### config.mk
export PLATFORM = sky130hd
export DESIGN_NAME = day_count_date_register
export DESIGN_NICKNAME = d
export VERILOG_FILES = /design/src/dcdr_pkg.sv /design/src/dcdr_seq.sv /design/src/dcdr_datapath.sv /design/src/day_count_date_register.sv
export SDC_FILE = /design/constraint.sdc
export NUM_CORES = 1
export LEC_CHECK = 0
export BUFFER_PORTS_ARGS = -buffer_cell sky130_fd_sc_hd__buf_4
export CAP_MARGIN = 25
export CORE_MARGIN = 10
export CORE_UTILIZATION = 40
export CTS_BUF_LIST = sky130_fd_sc_hd__clkbuf_16
export DETAILED_ROUTE_END_ITERATION = 8
export GPL_ROUTABILITY_DRIVEN = 0
export PLACE_DENSITY_LB_ADDON = 0.05
export SLEW_MARGIN = 15
export SYNTH_ARGS = -nofsm -noshare
export SYNTH_HDL_FRONTEND = slang
export SYNTH_HIERARCHICAL = 1
export SYNTH_SLANG_ARGS = --single-unit
### constraint.sdc
create_clock -name clk -period 7.55 [get_ports clk]
set_input_delay 0.3775 -clock clk [delete_from_list [all_inputs] [get_ports clk]]
set_output_delay 0.3775 -clock clk [all_outputs]
set_load 0.02 [all_outputs]
### src/dcdr_pkg.sv
// shared types, constants and helper functions of the day count date register
// no dependencies; imported by every module of the block
`default_nettype none

package dcdr_pkg;

    localparam int COUNT_W  = 22;                  // day count width
    localparam int ACC_W    = 23;                  // holds an unclipped date sum
    localparam int YIN_W    = 14;                  // year field width
    localparam int MON_W    = 4;                   // month field width
    localparam int DAY_W    = 5;                   // day field width
    localparam int ACT_W    = 3;                   // action code width
    localparam int UPC_W    = 4;                   // microcode address width
    localparam int YLEN_W   = 9;                   // year length width
    localparam int MAX_YEAR_DEF = 9999;
    localparam logic [COUNT_W-1:0] COUNT_MAX = {COUNT_W{1'b1}};
    localparam logic [MON_W-1:0]   LAST_MONTH = 4'd11;
    localparam logic [MON_W-1:0]   YEAR_MONTHS = 4'd12;

    typedef enum logic [ACT_W-1:0] {
        ACT_LOAD_COUNT = 3'd0,
        ACT_LOAD_DATE  = 3'd1,
        ACT_INC        = 3'd2,
        ACT_DEC        = 3'd3,
        ACT_ADD        = 3'd4,
        ACT_SUB        = 3'd5
    } act_t;

    // datapath operations, one per control word
    typedef enum logic [3:0] {
        ALU_NOP,
        ALU_APPLY,
        ALU_CLEAR,
        ALU_ADD_YEAR,
        ALU_ADD_MONTH,
        ALU_ADD_DAY,
        ALU_SAT,
        ALU_SUB_YEAR,
        ALU_SUB_MONTH,
        ALU_EMIT
    } alu_op_t;

    // jump conditions
    typedef enum logic [3:0] {
        C_NEVER,
        C_NO_INPUT,
        C_NOT_DATE,
        C_YEARS_DONE,
        C_MONTHS_DONE,
        C_YEAR_SHORT,
        C_MONTH_SHORT,
        C_OUT_BUSY
    } cond_t;

    typedef struct packed {
        logic              take;   // input channel open in this step
        cond_t             cond;
        logic [UPC_W-1:0]  jump;   // taken when cond holds, op skipped
        logic [UPC_W-1:0]  next;   // otherwise op runs and control goes here
        alu_op_t           op;
    } ucode_t;

    // sequencer to datapath
    typedef struct packed {
        logic    en;
        alu_op_t op;
    } ctl_t;

    // datapath to sequencer
    typedef struct packed {
        logic not_date;
        logic years_done;
        logic months_done;
        logic year_short;
        logic month_short;
        logic out_busy;
    } stat_t;

    // microcode addresses
    localparam logic [UPC_W-1:0] UA_FETCH  = 4'd0;
    localparam logic [UPC_W-1:0] UA_DISP   = 4'd1;
    localparam logic [UPC_W-1:0] UA_YEARS  = 4'd2;
    localparam logic [UPC_W-1:0] UA_MONTHS = 4'd3;
    localparam logic [UPC_W-1:0] UA_DAYS   = 4'd4;
    localparam logic [UPC_W-1:0] UA_SAT    = 4'd5;
    localparam logic [UPC_W-1:0] UA_WALK_Y = 4'd6;
    localparam logic [UPC_W-1:0] UA_WALK_M = 4'd7;
    localparam logic [UPC_W-1:0] UA_EMIT   = 4'd8;

    function automatic logic [DAY_W-1:0] month_len_f(input logic [MON_W-1:0] m,
                                                     input logic leap);
        logic [DAY_W-1:0] len;
        begin
            case (m)
                4'd1:                      len = leap ? 5'd29 : 5'd28;
                4'd3, 4'd5, 4'd8, 4'd10:   len = 5'd30;
                default:                   len = 5'd31;
            endcase
            return len;
        end
    endfunction

    // last day of year max_year+1, limited to the count range
    function automatic logic [COUNT_W-1:0] day_max_f(input int max_year);
        longint n;
        longint lim;
        begin
            n   = longint'(max_year) + 64'sd1;
            lim = 365 * n + n / 4 - n / 100 + n / 400 - 1;
            if (lim > longint'(COUNT_MAX))
                lim = longint'(COUNT_MAX);
            return lim[COUNT_W-1:0];
        end
    endfunction

endpackage

`default_nettype wire

### src/dcdr_seq.sv
// microcode sequencer: step counter, control store and jump logic
// depends on dcdr_pkg
`default_nettype none

module dcdr_seq
    import dcdr_pkg::*;
(
    input  wire logic  clk,
    input  wire logic  rst_n,
    input  wire logic  in_valid,
    input  wire stat_t stat,
    output logic       in_ready,
    output ctl_t       ctl
);

    function automatic ucode_t urom(input logic [UPC_W-1:0] addr);
        ucode_t w;
        begin
            unique case (addr)
                UA_FETCH:  w = '{1'b1, C_NO_INPUT,    UA_FETCH,  UA_DISP,   ALU_APPLY};
                UA_DISP:   w = '{1'b0, C_NOT_DATE,    UA_SAT,    UA_YEARS,  ALU_CLEAR};
                UA_YEARS:  w = '{1'b0, C_YEARS_DONE,  UA_MONTHS, UA_YEARS,  ALU_ADD_YEAR};
                UA_MONTHS: w = '{1'b0, C_MONTHS_DONE, UA_DAYS,   UA_MONTHS, ALU_ADD_MONTH};
                UA_DAYS:   w = '{1'b0, C_NEVER,       UA_SAT,    UA_SAT,    ALU_ADD_DAY};
                UA_SAT:    w = '{1'b0, C_NEVER,       UA_WALK_Y, UA_WALK_Y, ALU_SAT};
                UA_WALK_Y: w = '{1'b0, C_YEAR_SHORT,  UA_WALK_M, UA_WALK_Y, ALU_SUB_YEAR};
                UA_WALK_M: w = '{1'b0, C_MONTH_SHORT, UA_EMIT,   UA_WALK_M, ALU_SUB_MONTH};
                UA_EMIT:   w = '{1'b0, C_OUT_BUSY,    UA_EMIT,   UA_FETCH,  ALU_EMIT};
                default:   w = '{1'b0, C_NEVER,       UA_FETCH,  UA_FETCH,  ALU_NOP};
            endcase
            return w;
        end
    endfunction

    logic [UPC_W-1:0] upc_reg;
    logic [UPC_W-1:0] upc_next;
    ucode_t           word;
    logic             hit;

    assign word = urom(upc_reg);

    always_comb
    begin
        unique case (word.cond)
            C_NO_INPUT:    hit = !in_valid;
            C_NOT_DATE:    hit = stat.not_date;
            C_YEARS_DONE:  hit = stat.years_done;
            C_MONTHS_DONE: hit = stat.months_done;
            C_YEAR_SHORT:  hit = stat.year_short;
            C_MONTH_SHORT: hit = stat.month_short;
            C_OUT_BUSY:    hit = stat.out_busy;
            default:       hit = 1'b0;
        endcase
        upc_next = hit ? word.jump : word.next;
        ctl.en   = !hit;
        ctl.op   = word.op;
        in_ready = word.take;
    end

    always_ff @(posedge clk or negedge rst_n)
    begin
        if (!rst_n)
            upc_reg <= UA_FETCH;
        else
            upc_reg <= upc_next;
    end

endmodule

`default_nettype wire

### src/dcdr_datapath.sv
// datapath: running count, accumulator, year and month walkers, output register
// depends on dcdr_pkg; driven by dcdr_seq control words
`default_nettype none

module dcdr_datapath
    import dcdr_pkg::*;
#(
    parameter int MAX_YEAR = MAX_YEAR_DEF
)
(
    input  wire logic               clk,
    input  wire logic               rst_n,
    input  wire ctl_t               ctl,
    output stat_t                   stat,
    input  wire logic [ACT_W-1:0]   action,
    input  wire logic [COUNT_W-1:0] operand_days,
    input  wire logic [YIN_W-1:0]   year_in,
    input  wire logic [MON_W-1:0]   month_in,
    input  wire logic [DAY_W-1:0]   day_in,
    output logic                    out_valid,
    input  wire logic               out_ready,
    output logic [COUNT_W-1:0]      total_days,
    output logic [YIN_W-1:0]        years_out,
    output logic [MON_W-1:0]        months_out,
    output logic [DAY_W-1:0]        days_out,
    output logic                    clipped
);

    localparam int YW_RAW = $clog2(MAX_YEAR + 2);
    localparam int YEAR_W = (YW_RAW > YIN_W) ? YW_RAW : YIN_W;
    localparam logic [COUNT_W-1:0] DAY_MAX = day_max_f(MAX_YEAR);
    localparam logic [ACC_W-1:0]   ACC_MAX = ACC_W'(DAY_MAX);

    logic [COUNT_W-1:0] day_total_reg, day_total_next;
    logic [ACC_W-1:0]   acc_reg, acc_next;
    logic [YEAR_W-1:0]  yrs_reg, yrs_next;
    logic [1:0]         m4_reg, m4_next;
    logic [6:0]         m100_reg, m100_next;
    logic [8:0]         m400_reg, m400_next;
    logic [MON_W-1:0]   mon_reg, mon_next;
    logic               clip_reg, clip_next;
    logic [ACT_W-1:0]   act_reg, act_next;
    logic [YIN_W-1:0]   yin_reg, yin_next;
    logic [MON_W-1:0]   mtgt_reg, mtgt_next;
    logic [DAY_W-1:0]   din_reg, din_next;
    logic               ovalid_reg, ovalid_next;
    logic [COUNT_W-1:0] ototal_reg, ototal_next;
    logic [YIN_W-1:0]   oyrs_reg, oyrs_next;
    logic [MON_W-1:0]   omon_reg, omon_next;
    logic [DAY_W-1:0]   oday_reg, oday_next;
    logic               oclip_reg, oclip_next;

    logic               leap;
    logic [YLEN_W-1:0]  ylen;
    logic [DAY_W-1:0]   mlen;
    logic [ACC_W-1:0]   t_ext;
    logic [ACC_W-1:0]   opd_ext;

    // leap rule of the year being walked, from its residues
    assign leap = (m400_reg == 9'd0) || ((m4_reg == 2'd0) && (m100_reg != 7'd0));
    assign ylen = leap ? 9'd366 : 9'd365;
    assign mlen = month_len_f(mon_reg, leap);
    assign t_ext   = ACC_W'(day_total_reg);
    assign opd_ext = ACC_W'(operand_days);

    always_comb
    begin
        stat.not_date    = act_reg != ACT_LOAD_DATE;
        stat.years_done  = yrs_reg == YEAR_W'(yin_reg);
        stat.months_done = mon_reg == mtgt_reg;
        stat.year_short  = acc_reg < ACC_W'(ylen);
        stat.month_short = (mon_reg == LAST_MONTH) || (acc_reg < ACC_W'(mlen));
        stat.out_busy    = ovalid_reg && !out_ready;
    end

    always_comb
    begin
        day_total_next = day_total_reg;
        acc_next       = acc_reg;
        yrs_next       = yrs_reg;
        m4_next        = m4_reg;
        m100_next      = m100_reg;
        m400_next      = m400_reg;
        mon_next       = mon_reg;
        clip_next      = clip_reg;
        act_next       = act_reg;
        yin_next       = yin_reg;
        mtgt_next      = mtgt_reg;
        din_next       = din_reg;
        ovalid_next    = ovalid_reg && !out_ready;
        ototal_next    = ototal_reg;
        oyrs_next      = oyrs_reg;
        omon_next      = omon_reg;
        oday_next      = oday_reg;
        oclip_next     = oclip_reg;

        if (ctl.en)
        begin
            case (ctl.op)
                ALU_APPLY:
                begin
                    act_next  = action;
                    yin_next  = year_in;
                    mtgt_next = (month_in > YEAR_MONTHS) ? YEAR_MONTHS : month_in;
                    din_next  = day_in;
                    clip_next = 1'b0;
                    case (action)
                        ACT_LOAD_COUNT: acc_next = opd_ext;
                        ACT_INC:        acc_next = t_ext + ACC_W'(1);
                        ACT_DEC:
                        begin
                            if (day_total_reg == '0)
                            begin
                                acc_next  = '0;
                                clip_next = 1'b1;
                            end
                            else
                                acc_next = t_ext - ACC_W'(1);
                        end
                        ACT_ADD:        acc_next = t_ext + opd_ext;
                        ACT_SUB:
                        begin
                            if (operand_days > day_total_reg)
                            begin
                                acc_next  = '0;
                                clip_next = 1'b1;
                            end
                            else
                                acc_next = t_ext - opd_ext;
                        end
                        default:        acc_next = t_ext;
                    endcase
                end
                ALU_CLEAR:
                begin
                    acc_next  = '0;
                    yrs_next  = '0;
                    m4_next   = 2'd1;
                    m100_next = 7'd1;
                    m400_next = 9'd1;
                    mon_next  = '0;
                end
                ALU_ADD_YEAR, ALU_SUB_YEAR:
                begin
                    if (ctl.op == ALU_ADD_YEAR)
                        acc_next = acc_reg + ACC_W'(ylen);
                    else
                        acc_next = acc_reg - ACC_W'(ylen);
                    yrs_next  = yrs_reg + YEAR_W'(1);
                    m4_next   = m4_reg + 2'd1;
                    m100_next = (m100_reg == 7'd99) ? 7'd0 : m100_reg + 7'd1;
                    m400_next = (m400_reg == 9'd399) ? 9'd0 : m400_reg + 9'd1;
                end
                ALU_ADD_MONTH:
                begin
                    acc_next = acc_reg + ACC_W'(mlen);
                    mon_next = mon_reg + 4'd1;
                end
                ALU_SUB_MONTH:
                begin
                    acc_next = acc_reg - ACC_W'(mlen);
                    mon_next = mon_reg + 4'd1;
                end
                ALU_ADD_DAY:
                    acc_next = acc_reg + ACC_W'(din_reg);
                ALU_SAT:
                begin
                    if (acc_reg > ACC_MAX)
                    begin
                        acc_next       = ACC_MAX;
                        clip_next      = 1'b1;
                        day_total_next = DAY_MAX;
                    end
                    else
                        day_total_next = acc_reg[COUNT_W-1:0];
                    yrs_next  = '0;
                    m4_next   = 2'd1;
                    m100_next = 7'd1;
                    m400_next = 9'd1;
                    mon_next  = '0;
                end
                ALU_EMIT:
                begin
                    ovalid_next = 1'b1;
                    ototal_next = day_total_reg;
                    oyrs_next   = yrs_reg[YIN_W-1:0];
                    omon_next   = mon_reg;
                    oday_next   = acc_reg[DAY_W-1:0];
                    oclip_next  = clip_reg;
                end
                default:
                begin
                end
            endcase
        end
    end

    always_ff @(posedge clk or negedge rst_n)
    begin
        if (!rst_n)
        begin
            day_total_reg <= '0;
            ovalid_reg    <= 1'b0;
        end
        else
        begin
            day_total_reg <= day_total_next;
            ovalid_reg    <= ovalid_next;
        end
    end

    always_ff @(posedge clk)
    begin
        acc_reg    <= acc_next;
        yrs_reg    <= yrs_next;
        m4_reg     <= m4_next;
        m100_reg   <= m100_next;
        m400_reg   <= m400_next;
        mon_reg    <= mon_next;
        clip_reg   <= clip_next;
        act_reg    <= act_next;
        yin_reg    <= yin_next;
        mtgt_reg   <= mtgt_next;
        din_reg    <= din_next;
        ototal_reg <= ototal_next;
        oyrs_reg   <= oyrs_next;
        omon_reg   <= omon_next;
        oday_reg   <= oday_next;
        oclip_reg  <= oclip_next;
    end

    assign out_valid  = ovalid_reg;
    assign total_days = ototal_reg;
    assign years_out  = oyrs_reg;
    assign months_out = omon_reg;
    assign days_out   = oday_reg;
    assign clipped    = oclip_reg;

endmodule

`default_nettype wire

### src/day_count_date_register.sv
// top level of the day count date register: sequencer plus datapath
// depends on dcdr_pkg, dcdr_seq, dcdr_datapath
//
// channel | handshake             | payload
// --------+-----------------------+------------------------------------------------
// in      | in_valid / in_ready   | action, operand_days, year_in, month_in, day_in
// out     | out_valid / out_ready | total_days, years_out, months_out, days_out,
//         |                       | clipped
//
// a transaction walks the count into years, then months; a load date first adds
// year_in years, month_in months (limited to 12) and day_in days to the accumulator
// the year walk of the shared accumulator, one year per cycle, is the longest part
// reset: rst_n clears the day count to zero, the step counter and the output valid
// in_ready is high only in the fetch step; a result waits in the output register
// and the next transaction is taken meanwhile; a stalled output holds the emit step
`default_nettype none

module day_count_date_register
    import dcdr_pkg::*;
#(
    parameter int MAX_YEAR = MAX_YEAR_DEF
)
(
    input  wire logic               clk,
    input  wire logic               rst_n,
    input  wire logic               in_valid,
    output logic                    in_ready,
    input  wire logic [ACT_W-1:0]   action,
    input  wire logic [COUNT_W-1:0] operand_days,
    input  wire logic [YIN_W-1:0]   year_in,
    input  wire logic [MON_W-1:0]   month_in,
    input  wire logic [DAY_W-1:0]   day_in,
    output logic                    out_valid,
    input  wire logic               out_ready,
    output logic [COUNT_W-1:0]      total_days,
    output logic [YIN_W-1:0]        years_out,
    output logic [MON_W-1:0]        months_out,
    output logic [DAY_W-1:0]        days_out,
    output logic                    clipped
);

    localparam logic [COUNT_W-1:0] DAY_MAX = day_max_f(MAX_YEAR);

    ctl_t  ctl;     // control word fields for the datapath
    stat_t stat;    // jump conditions back to the sequencer

    // program counter, control store and jump select
    dcdr_seq u_seq (
        .clk      (clk),
        .rst_n    (rst_n),
        .in_valid (in_valid),
        .stat     (stat),
        .in_ready (in_ready),
        .ctl      (ctl)
    );

    // count update, saturation, date walk and output register
    dcdr_datapath #(
        .MAX_YEAR (MAX_YEAR)
    ) u_dp (
        .clk          (clk),
        .rst_n        (rst_n),
        .ctl          (ctl),
        .stat         (stat),
        .action       (action),
        .operand_days (operand_days),
        .year_in      (year_in),
        .month_in     (month_in),
        .day_in       (day_in),
        .out_valid    (out_valid),
        .out_ready    (out_ready),
        .total_days   (total_days),
        .years_out    (years_out),
        .months_out   (months_out),
        .days_out     (days_out),
        .clipped      (clipped)
    );

    // the count never leaves the saturated range
    a_count_range: assert property (@(posedge clk) disable iff (!rst_n)
        out_valid |-> total_days <= DAY_MAX)
        else $error("count above limit");

    // month walk stops by the last month and the day remainder fits a month
    a_date_range: assert property (@(posedge clk) disable iff (!rst_n)
        out_valid |-> (months_out <= LAST_MONTH) && (days_out <= 5'd30))
        else $error("date field out of range");

    // saturation lands on one of the two ends
    a_clip_ends: assert property (@(posedge clk) disable iff (!rst_n)
        out_valid && clipped |-> (total_days == '0) || (total_days == DAY_MAX))
        else $error("clipped count not at an end");

    // one transaction at a time through the sequencer
    a_one_at_a_time: assert property (@(posedge clk) disable iff (!rst_n)
        in_valid && in_ready |=> !in_ready)
        else $error("second transaction taken while busy");

endmodule

`default_nettype wire

==> results of run 1 <==
worst paths after layout:
| kind | start | to | slack [ns] | cells past startpoint |
|---|---|---|---|---|
| max in group asynchronous | rst_n | u_dp/day_total_reg[14] | 6.82 | 2 |
| min in group asynchronous | rst_n | u_dp/out_valid | 0.41 | 2 |
| min | day_in[4] | u_dp/din_reg[4] | 0.1 | 1 |
| max | u_dp/m100_reg[3] | u_dp/total_days[5] | 2.01 | 14 |
| max reg2reg | u_dp/m100_reg[3] | u_dp/total_days[5] | 2.01 | 14 |
| min reg2reg | u_dp/clip_reg | u_dp/clipped | 0.46 | 0 |
power by group through the flow:
stage / combinational [mW] / sequential (mW) / clock (mW)
floorplan: 2.94 / 1.91 / 0
global placement: 3.89 / 2.21 / 0
detailed placement: 3.91 / 2.20 / 0
CTS: 3.94 / 2.19 / 0.928
global route: 4.38 / 2.25 / 0.962
finish: 3.97 / 2.20 / 0.901
cell usage in the layout (no fill, tap or decap), types with 18 or more instances in the layout:
cell	netlist	final
a21o_1	24	24
a21oi_1	92	92
buf_4	1	115
dfrtp_1	27	27
edfxtp_1	132	132
ha_1	71	71
inv_1	60	60
nand2_1	135	135
nand3_1	32	32
nor2_1	125	124
nor3_1	54	54
o21ai_0	120	120
o21ai_1	18	18
xnor2_1	52	52
xor2_1	52	52
layer usage:
metal	global-route usage (%)	routed length (µm)	up-vias
li1	-	-	5505
met1	28.8	19400	5519
met2	34.6	19500	435
met3	3.75	2480	52
met4	7.80	1100	0
met5	0	0	-
logic make-up (layout without fill, tap and decap cells):
family / Yosys count / count (layout) / share of synthesized area [%]
AOI/OAI and AO/OA: 448 / 448 / 23.2
xor gates and xnor gates: 104 / 104 / 7.14
adders and majority gates: 77 / 77 / 7.91
buffers and inverters: 141 / 209 / 4.45
DFF: 159 / 159 / 36.4
muxes: 15 / 15 / 1.30
other: 0 / 1 / 0
and+or+nand+nor: 497 / 497 / 19.6
through the flow:
step	worst slack [ns]	area (µm²)	util [%]	power, mW	instances
6_report	2.01	14400	45.9	7.06	1912
5_1_grt	1.55	14400	45.9	7.60	1912
4_1_cts	2.02	14400	45.9	7.05	1911
3_5_place_dp	2.05	13800	43.9	6.11	1878
3_3_place_gp	2.34	13800	43.9	6.09	1877
2_1_floorplan	1.37	12800	-	4.85	1441
cell type report:
type                       instances  area [µm²]  area share (%)
multi-input combinational       1141        7570            52.4
sequential                       159        4640            32.1
timing repair buffer             117         878            6.08
tap                              402         503            3.48
clock buffer                      17         425            2.95
inverter                          60         225            1.56
clock inverter                    15         193            1.33
antenna                            1        2.50          0.0173
worst register-to-register path, stage by stage (launching register included):
cell and delay [ns]:
edfxtp_1 0.48, nor3_1 0.27, nand3_1 0.11, a21oi_1 0.42
inv_1 0.20, ha_1 0.35, o21bai_1 0.23, a31oi_1 0.18
o31ai_1 0.57, nor2_1 0.14, o311ai_1 0.45, a22o_1 0.43
nand2_1 0.18, nor2_4 0.73, buf_4 0.46
==> results.sh, run 1 <==
export IMPL_die_y_um=199
export IMPL_row_count=65
export IMPL_synth_most_common_cell="nand2_1"
export IMPL_clock_skew_ns=0.00996
export IMPL_p_int_mw=3.52
export IMPL_clk_path_buf_depth=2
export IMPL_route_detailed_drc=0
export IMPL_ys_top_cells_by_area="edfxtp_1 (31%), ha_1 (7.0%), dfrtp_1 (5.3%)"
export IMPL_h_tree_depth=4
export IMPL_syn2layout_area_growth_pct=13.2
export IMPL_postSynth_asyncResetShare_pct=17.0
export IMPL_initial_core_util_pct=40.5
export IMPL_arrival_ns=5.66
export IMPL_crit_fanout=26
export IMPL_grt_max_degree=36
export IMPL_drv_slew=0
export IMPL_ant_nets=0
export IMPL_hold_class="in2reg"
export IMPL_firstDrtPassIters=5
export IMPL_wl_mm=42.5
export IMPL_seq_area_frac_synth_pct=36.4
export IMPL_pwr_share_comb_pct=56.2
export IMPL_period_needed_ns=5.54
export IMPL_insertion_delay_ns=0.45
export IMPL_status="finished, final reports clean"
export IMPL_whs_ns=0.0986
export IMPL_startpoint_type="flip-flop"
export IMPL_finalSetupViolCount=0
export IMPL_ys_top_cells_by_count="nand2_1 (135), edfxtp_1 (132), nor2_1 (125), o21ai_0 (120), a21oi_1 (92)"
export IMPL_ir_worst_vdd_mv=0.323
export IMPL_synth_fp_nets=1570
export IMPL_grt_pass1_vias=11012
export IMPL_maxCapViolCount=0
export IMPL_grt_overflow=0
export IMPL_cts_resized_gates=0
export IMPL_slowest_delay_ns=0.73
export IMPL_cts_root_buf="clkbuf_16"
export IMPL_drive_above_1_share_pct=12.7
export IMPL_largest_reg_flops=23
export IMPL_antenna_found_initial=1
export IMPL_post_drt_via_cell_ratio=6.02
export IMPL_cellLeakagePower_nw=5.62
export IMPL_tightest_slew_ns=1.00
export IMPL_switching_share_pct=50.2
export IMPL_grt_usage_pct=21.6
export IMPL_wl_per_cell_um=22.2
export IMPL_synthFlopType="edfxtp_1"
export IMPL_dp_hpwl_mm=31.1
export IMPL_cp_required_ns=7.67
export IMPL_fin_crit_sh_pct=73.4
export IMPL_clock_sinks=159
export IMPL_setup_tns_ns=0
export IMPL_port_buffers=99
export IMPL_final_nets=1625
export IMPL_synth_edf_count=132
export IMPL_grt_pass1_wl_mm=66.3
export IMPL_yosysTopAreaCellShare_pct=31.1
export IMPL_crit_chain="nor3_1, nand3_1, a21oi_1, inv_1, ha_1, o21bai_1, a31oi_1, o31ai_1, nor2_1, o311ai_1, a22o_1, nand2_1, nor2_4, buf_4"
export IMPL_clkTransAtPathRegs_ns=0.07
export IMPL_max_freq_mhz=181
export IMPL_drtIter0Drc=1153
export IMPL_synth_cell_type_count=87
export IMPL_rsz0062_at_grt="no"
export IMPL_p_clk_share_pct=12.8
export IMPL_synth_seq_cells=159
export IMPL_core_um2=31500
export IMPL_fillers=3072
export IMPL_p_sw_mw=3.55
export IMPL_powerDensity_nw_per_um2=489
export IMPL_slowest_stage="nor2_4"
export IMPL_ys_warn_count=6
export IMPL_io_pins=100
export IMPL_cts_tree="done"
export IMPL_syn_avg_cell_area_um2=8.85
export IMPL_critPathCaptureType="flip-flop"
export IMPL_hold_buffers=1
export IMPL_seqPwrFrac_pct=31.1
export IMPL_crit_family="compound AO/OA/AOI/OAI gates"
export IMPL_die_area_um2=39400
export IMPL_vias=11511
export IMPL_crit_buf_inv=2
export IMPL_syn_instance_count=1441
export IMPL_hold_viol_final=0
export IMPL_cts_setup_buffers=0
export IMPL_syn_area_um2=12800
export IMPL_slew_headroom_pct=32.7
export IMPL_worstSetupPathType="reg2reg"
export IMPL_die_x_um=199
export IMPL_synth_area_leader_cell="edfxtp_1"
export IMPL_cts_made_buffers=17
Power figures use the tool's default switching activity.
==> run 2, diff against run 1 <==
--- a/config.mk
+++ b/config.mk
@@ -5,6 +5,7 @@
 export SDC_FILE = /design/constraint.sdc
 export NUM_CORES = 1
 export LEC_CHECK = 0
+export ABC_AREA = 1
 export BUFFER_PORTS_ARGS = -buffer_cell sky130_fd_sc_hd__buf_4
 export CAP_MARGIN = 25
 export CORE_MARGIN = 10
==> constraint.sdc (replaced) <==
create_clock -name clk -period 5.8 [get_ports clk]
set_input_delay 0.29 -clock clk [delete_from_list [all_inputs] [get_ports clk]]
set_output_delay 0.29 -clock clk [all_outputs]
set_load 0.02 [all_outputs]
==> run 2 against run 1 <==
Net effect: utilization shrank 0.31 points; register-to-register slack lost 1.2 ns; cell count grew 41%; non-clock buffer count shrank 6; critical endpoint is now u_dp/clip_reg; via count grew 26%; total power grew 32%; critical path type unchanged; highest routed layer unchanged; sequential cell count is the same; combinational power grew 35%.
==> results.sh, run 2 <==
export IMPL_antenna_found_initial=0
export IMPL_yosysTopAreaCellShare_pct=27.6
export IMPL_ys_warn_count=6
export IMPL_ant_nets=0
export IMPL_wl_per_cell_um=18.6
export IMPL_ys_top_cells_by_count="nand2_1 (593), inv_1 (304), nor2_1 (275), nand3_1 (209), edfxtp_1 (132)"
export IMPL_synth_seq_cells=159
export IMPL_io_pins=100
export IMPL_reg2reg_from="u_dp/m100_reg[0]"
export IMPL_drtIter0Drc=1380
export IMPL_post_drt_via_cell_ratio=5.36
export IMPL_layout_commonest_cell="nand2_1"
export IMPL_cp_required_ns=5.95
export IMPL_cellLeakagePower_nw=7.72
export IMPL_wl_mm=50.2
export IMPL_cts_root_buf="clkbuf_16"
export IMPL_slew_headroom_pct=34.2
export IMPL_startpoint="u_dp/m100_reg[0]"
export IMPL_fin_cells=2705
export IMPL_initial_core_util_pct=40.4
export IMPL_crit_fanout=25
export IMPL_firstDrtPassIters=6
export IMPL_cts_made_buffers=17
export IMPL_clkTransAtPathRegs_ns=0.08
export IMPL_die_area_um2=43900
export IMPL_die_x_um=209
export IMPL_syn_instance_count=2153
export IMPL_row_count=69
export IMPL_fin_crit_sh_pct=86.0
export IMPL_core_um2=35500
export IMPL_power_mw=9.36
export IMPL_cts_resized_gates=0
export IMPL_grt_usage_pct=22.4
export IMPL_clock_sinks=159
export IMPL_grt_pass1_wl_mm=77.9
export IMPL_cts_tree="done"
export IMPL_hold_viol_final=0
export IMPL_place_inst=2672
export IMPL_period_needed_ns=4.99
export IMPL_vias=14511
export IMPL_layout_common_cells="nand2_1 (593), inv_1 (305), nor2_1 (272)"
export IMPL_whs_ns=0.0305
export IMPL_ys_top_cells_by_area="edfxtp_1 (28%), nand2_1 (16%), inv_1 (8.0%)"
export IMPL_die_y_um=209
export IMPL_syn_area_um2=14400
export IMPL_powerDensity_nw_per_um2=579
export IMPL_dp_hpwl_mm=39.3
export IMPL_clock_skew_ns=0.0245
export IMPL_seq_area_frac_synth_pct=32.3
export IMPL_finalSetupViolCount=0
export IMPL_r2r_worst_path_cells=23
export IMPL_rsz0062_at_grt="no"
export IMPL_h_tree_depth=4
export IMPL_synthFlopType="edfxtp_1"
export IMPL_startpoint_type="flip-flop"
export IMPL_synth_fp_nets=2282
export IMPL_grt_pass1_vias=13389
export IMPL_arrival_ns=5.14
export IMPL_num_antenna_cells=0
export IMPL_postSynth_asyncResetShare_pct=17.0
export IMPL_drv_slew=0
export IMPL_grt_overflow=0
export IMPL_syn_avg_cell_area_um2=6.67
export IMPL_worstSetupPathType="reg2reg"
export IMPL_clk_path_buf_depth=2
export IMPL_port_buffers=99
export IMPL_final_util_pct=45.6
export IMPL_synth_cell_type_count=57
export IMPL_crit_end="u_dp/clip_reg"
export IMPL_ir_worst_vdd_mv=0.431
export IMPL_synth_most_common_cell="nand2_1"
export IMPL_grt_max_degree=39
export IMPL_tightest_slew_ns=0.979
export IMPL_final_nets=2360
export IMPL_rrSetupSlack_ns=0.81
export IMPL_drive_above_1_share_pct=9.40
export IMPL_r2r_end="u_dp/clip_reg"
export IMPL_route_detailed_drc=0
export IMPL_synth_edf_count=132
export IMPL_critPathCaptureType="flip-flop"
export IMPL_max_freq_mhz=200
export IMPL_syn2layout_area_growth_pct=12.7
export IMPL_synth_area_leader_cell="edfxtp_1"
export IMPL_largest_reg_flops=23
export IMPL_insertion_delay_ns=0.45
export IMPL_hold_class="in2reg"
export IMPL_status="finished, final reports clean"
export IMPL_maxCapViolCount=0
export IMPL_setup_tns_ns=0
## run 2: cell count changes after synthesis, moves of 24 or more
cell / before / now
nand2_1: 135 / 593
inv_1: 60 / 304
nand3_1: 32 / 209
nor2_1: 125 / 275
clkbuf_1: 62 / 18
xnor2_1: 52 / 8
nand4_1: 16 / 45
o21ai_0: 120 / 93
xor2_1: 52 / 25
nor3_1: 54 / 29
a21o_1: 24 / 0
## run 2: final cells by class
class,count,area [µm²]
Fill cell,3721,19300
Sequential cell,159,4640
Multi-Input combinational cell,1621,8250
Tap cell,461,577
Inverter,321,1210
Timing Repair Buffer,111,848
Clock inverter,15,218
Clock buffer,17,425
## run 2: what timing repair did
action	4_1_cts	5_1_grt
hold buffers	1	0
hold endpoints to repair	27	0
setup buffers	0	0
## run 2: stage by stage
stage | setup WS, ns | area (µm²)
after global placement | 0.953 | 15500
after global routing | 0.260 | 16200
after CTS | 0.827 | 16200
after floorplan | 0.816 | 14400
after detailed placement | 0.822 | 15500
final | 0.812 | 16200
## run 2: cells by family (layout without fill, tap and decap cells)
group	count (synthesis)	in the layout	share of synthesized area [%]
buf+inv	373	464	10.3
xor+xnor	33	33	2.01
flops	159	159	32.3
compound gates	269	269	10.6
fa+ha+maj	77	77	7.03
simple gates	1242	1242	37.7
## run 2: worst max-delay path: stages, from the launching register on
cell      delay (ns)
edfxtp_1        0.39
inv_1           0.11
ha_1            0.15
nand3_1         0.07
o41ai_1         0.23
nand2_1         0.23
inv_1           0.18
o21ai_0         0.13
ha_1            0.23
inv_1           0.06
a21oi_1         0.06
nor2_1          0.18
nand3_1         0.42
nand4_1         0.33
o22ai_1         0.12
nand3_1         0.11
nand2_2         0.07
nor2_4          0.14
nand2_4         0.08
inv_4           0.09
inv_1           0.09
nor2_2          0.62
inv_2           0.38
o22ai_1         0.23
## run 2: metal layers
| layer | global-route usage [%] | up-vias | share of wire, % |
|---|---|---|---|
| met3 | 3.53 | 41 | 6.2 |
| met5 | 0 | - | 0 |
| met1 | 30.2 | 6764 | 46 |
| li1 | - | 7228 | - |
| met4 | 5.06 | 0 | 1.5 |
| met2 | 36.8 | 478 | 47 |
## run 2: worst min-delay path by stage
stage | depth (start not counted) | to | startpoint | slack [ns]
finish | 1 | u_dp/yin_reg[0] | year_in[0] | 0.03
global placement | 1 | u_dp/day_total_reg[21] | rst_n | 0.24
CTS | 1 | u_dp/din_reg[0] | day_in[0] | 0.008
floorplan | 0 | u_dp/day_total_reg[0] | rst_n | -0.006
global route | 1 | u_dp/yin_reg[0] | year_in[0] | 0.0002
detailed placement | 1 | u_dp/day_total_reg[21] | rst_n | 0.24
## run 2: power by group
| group | total [mW] | switching [mW] | internal (mW) | leakage, nW |
|---|---|---|---|---|
| Combinational | 5.34 | 3.68 | 1.66 | 5.85 |
| Clock | 1.24 | 0.478 | 0.763 | 0.312 |
| Sequential | 2.78 | 0.734 | 2.05 | 1.57 |
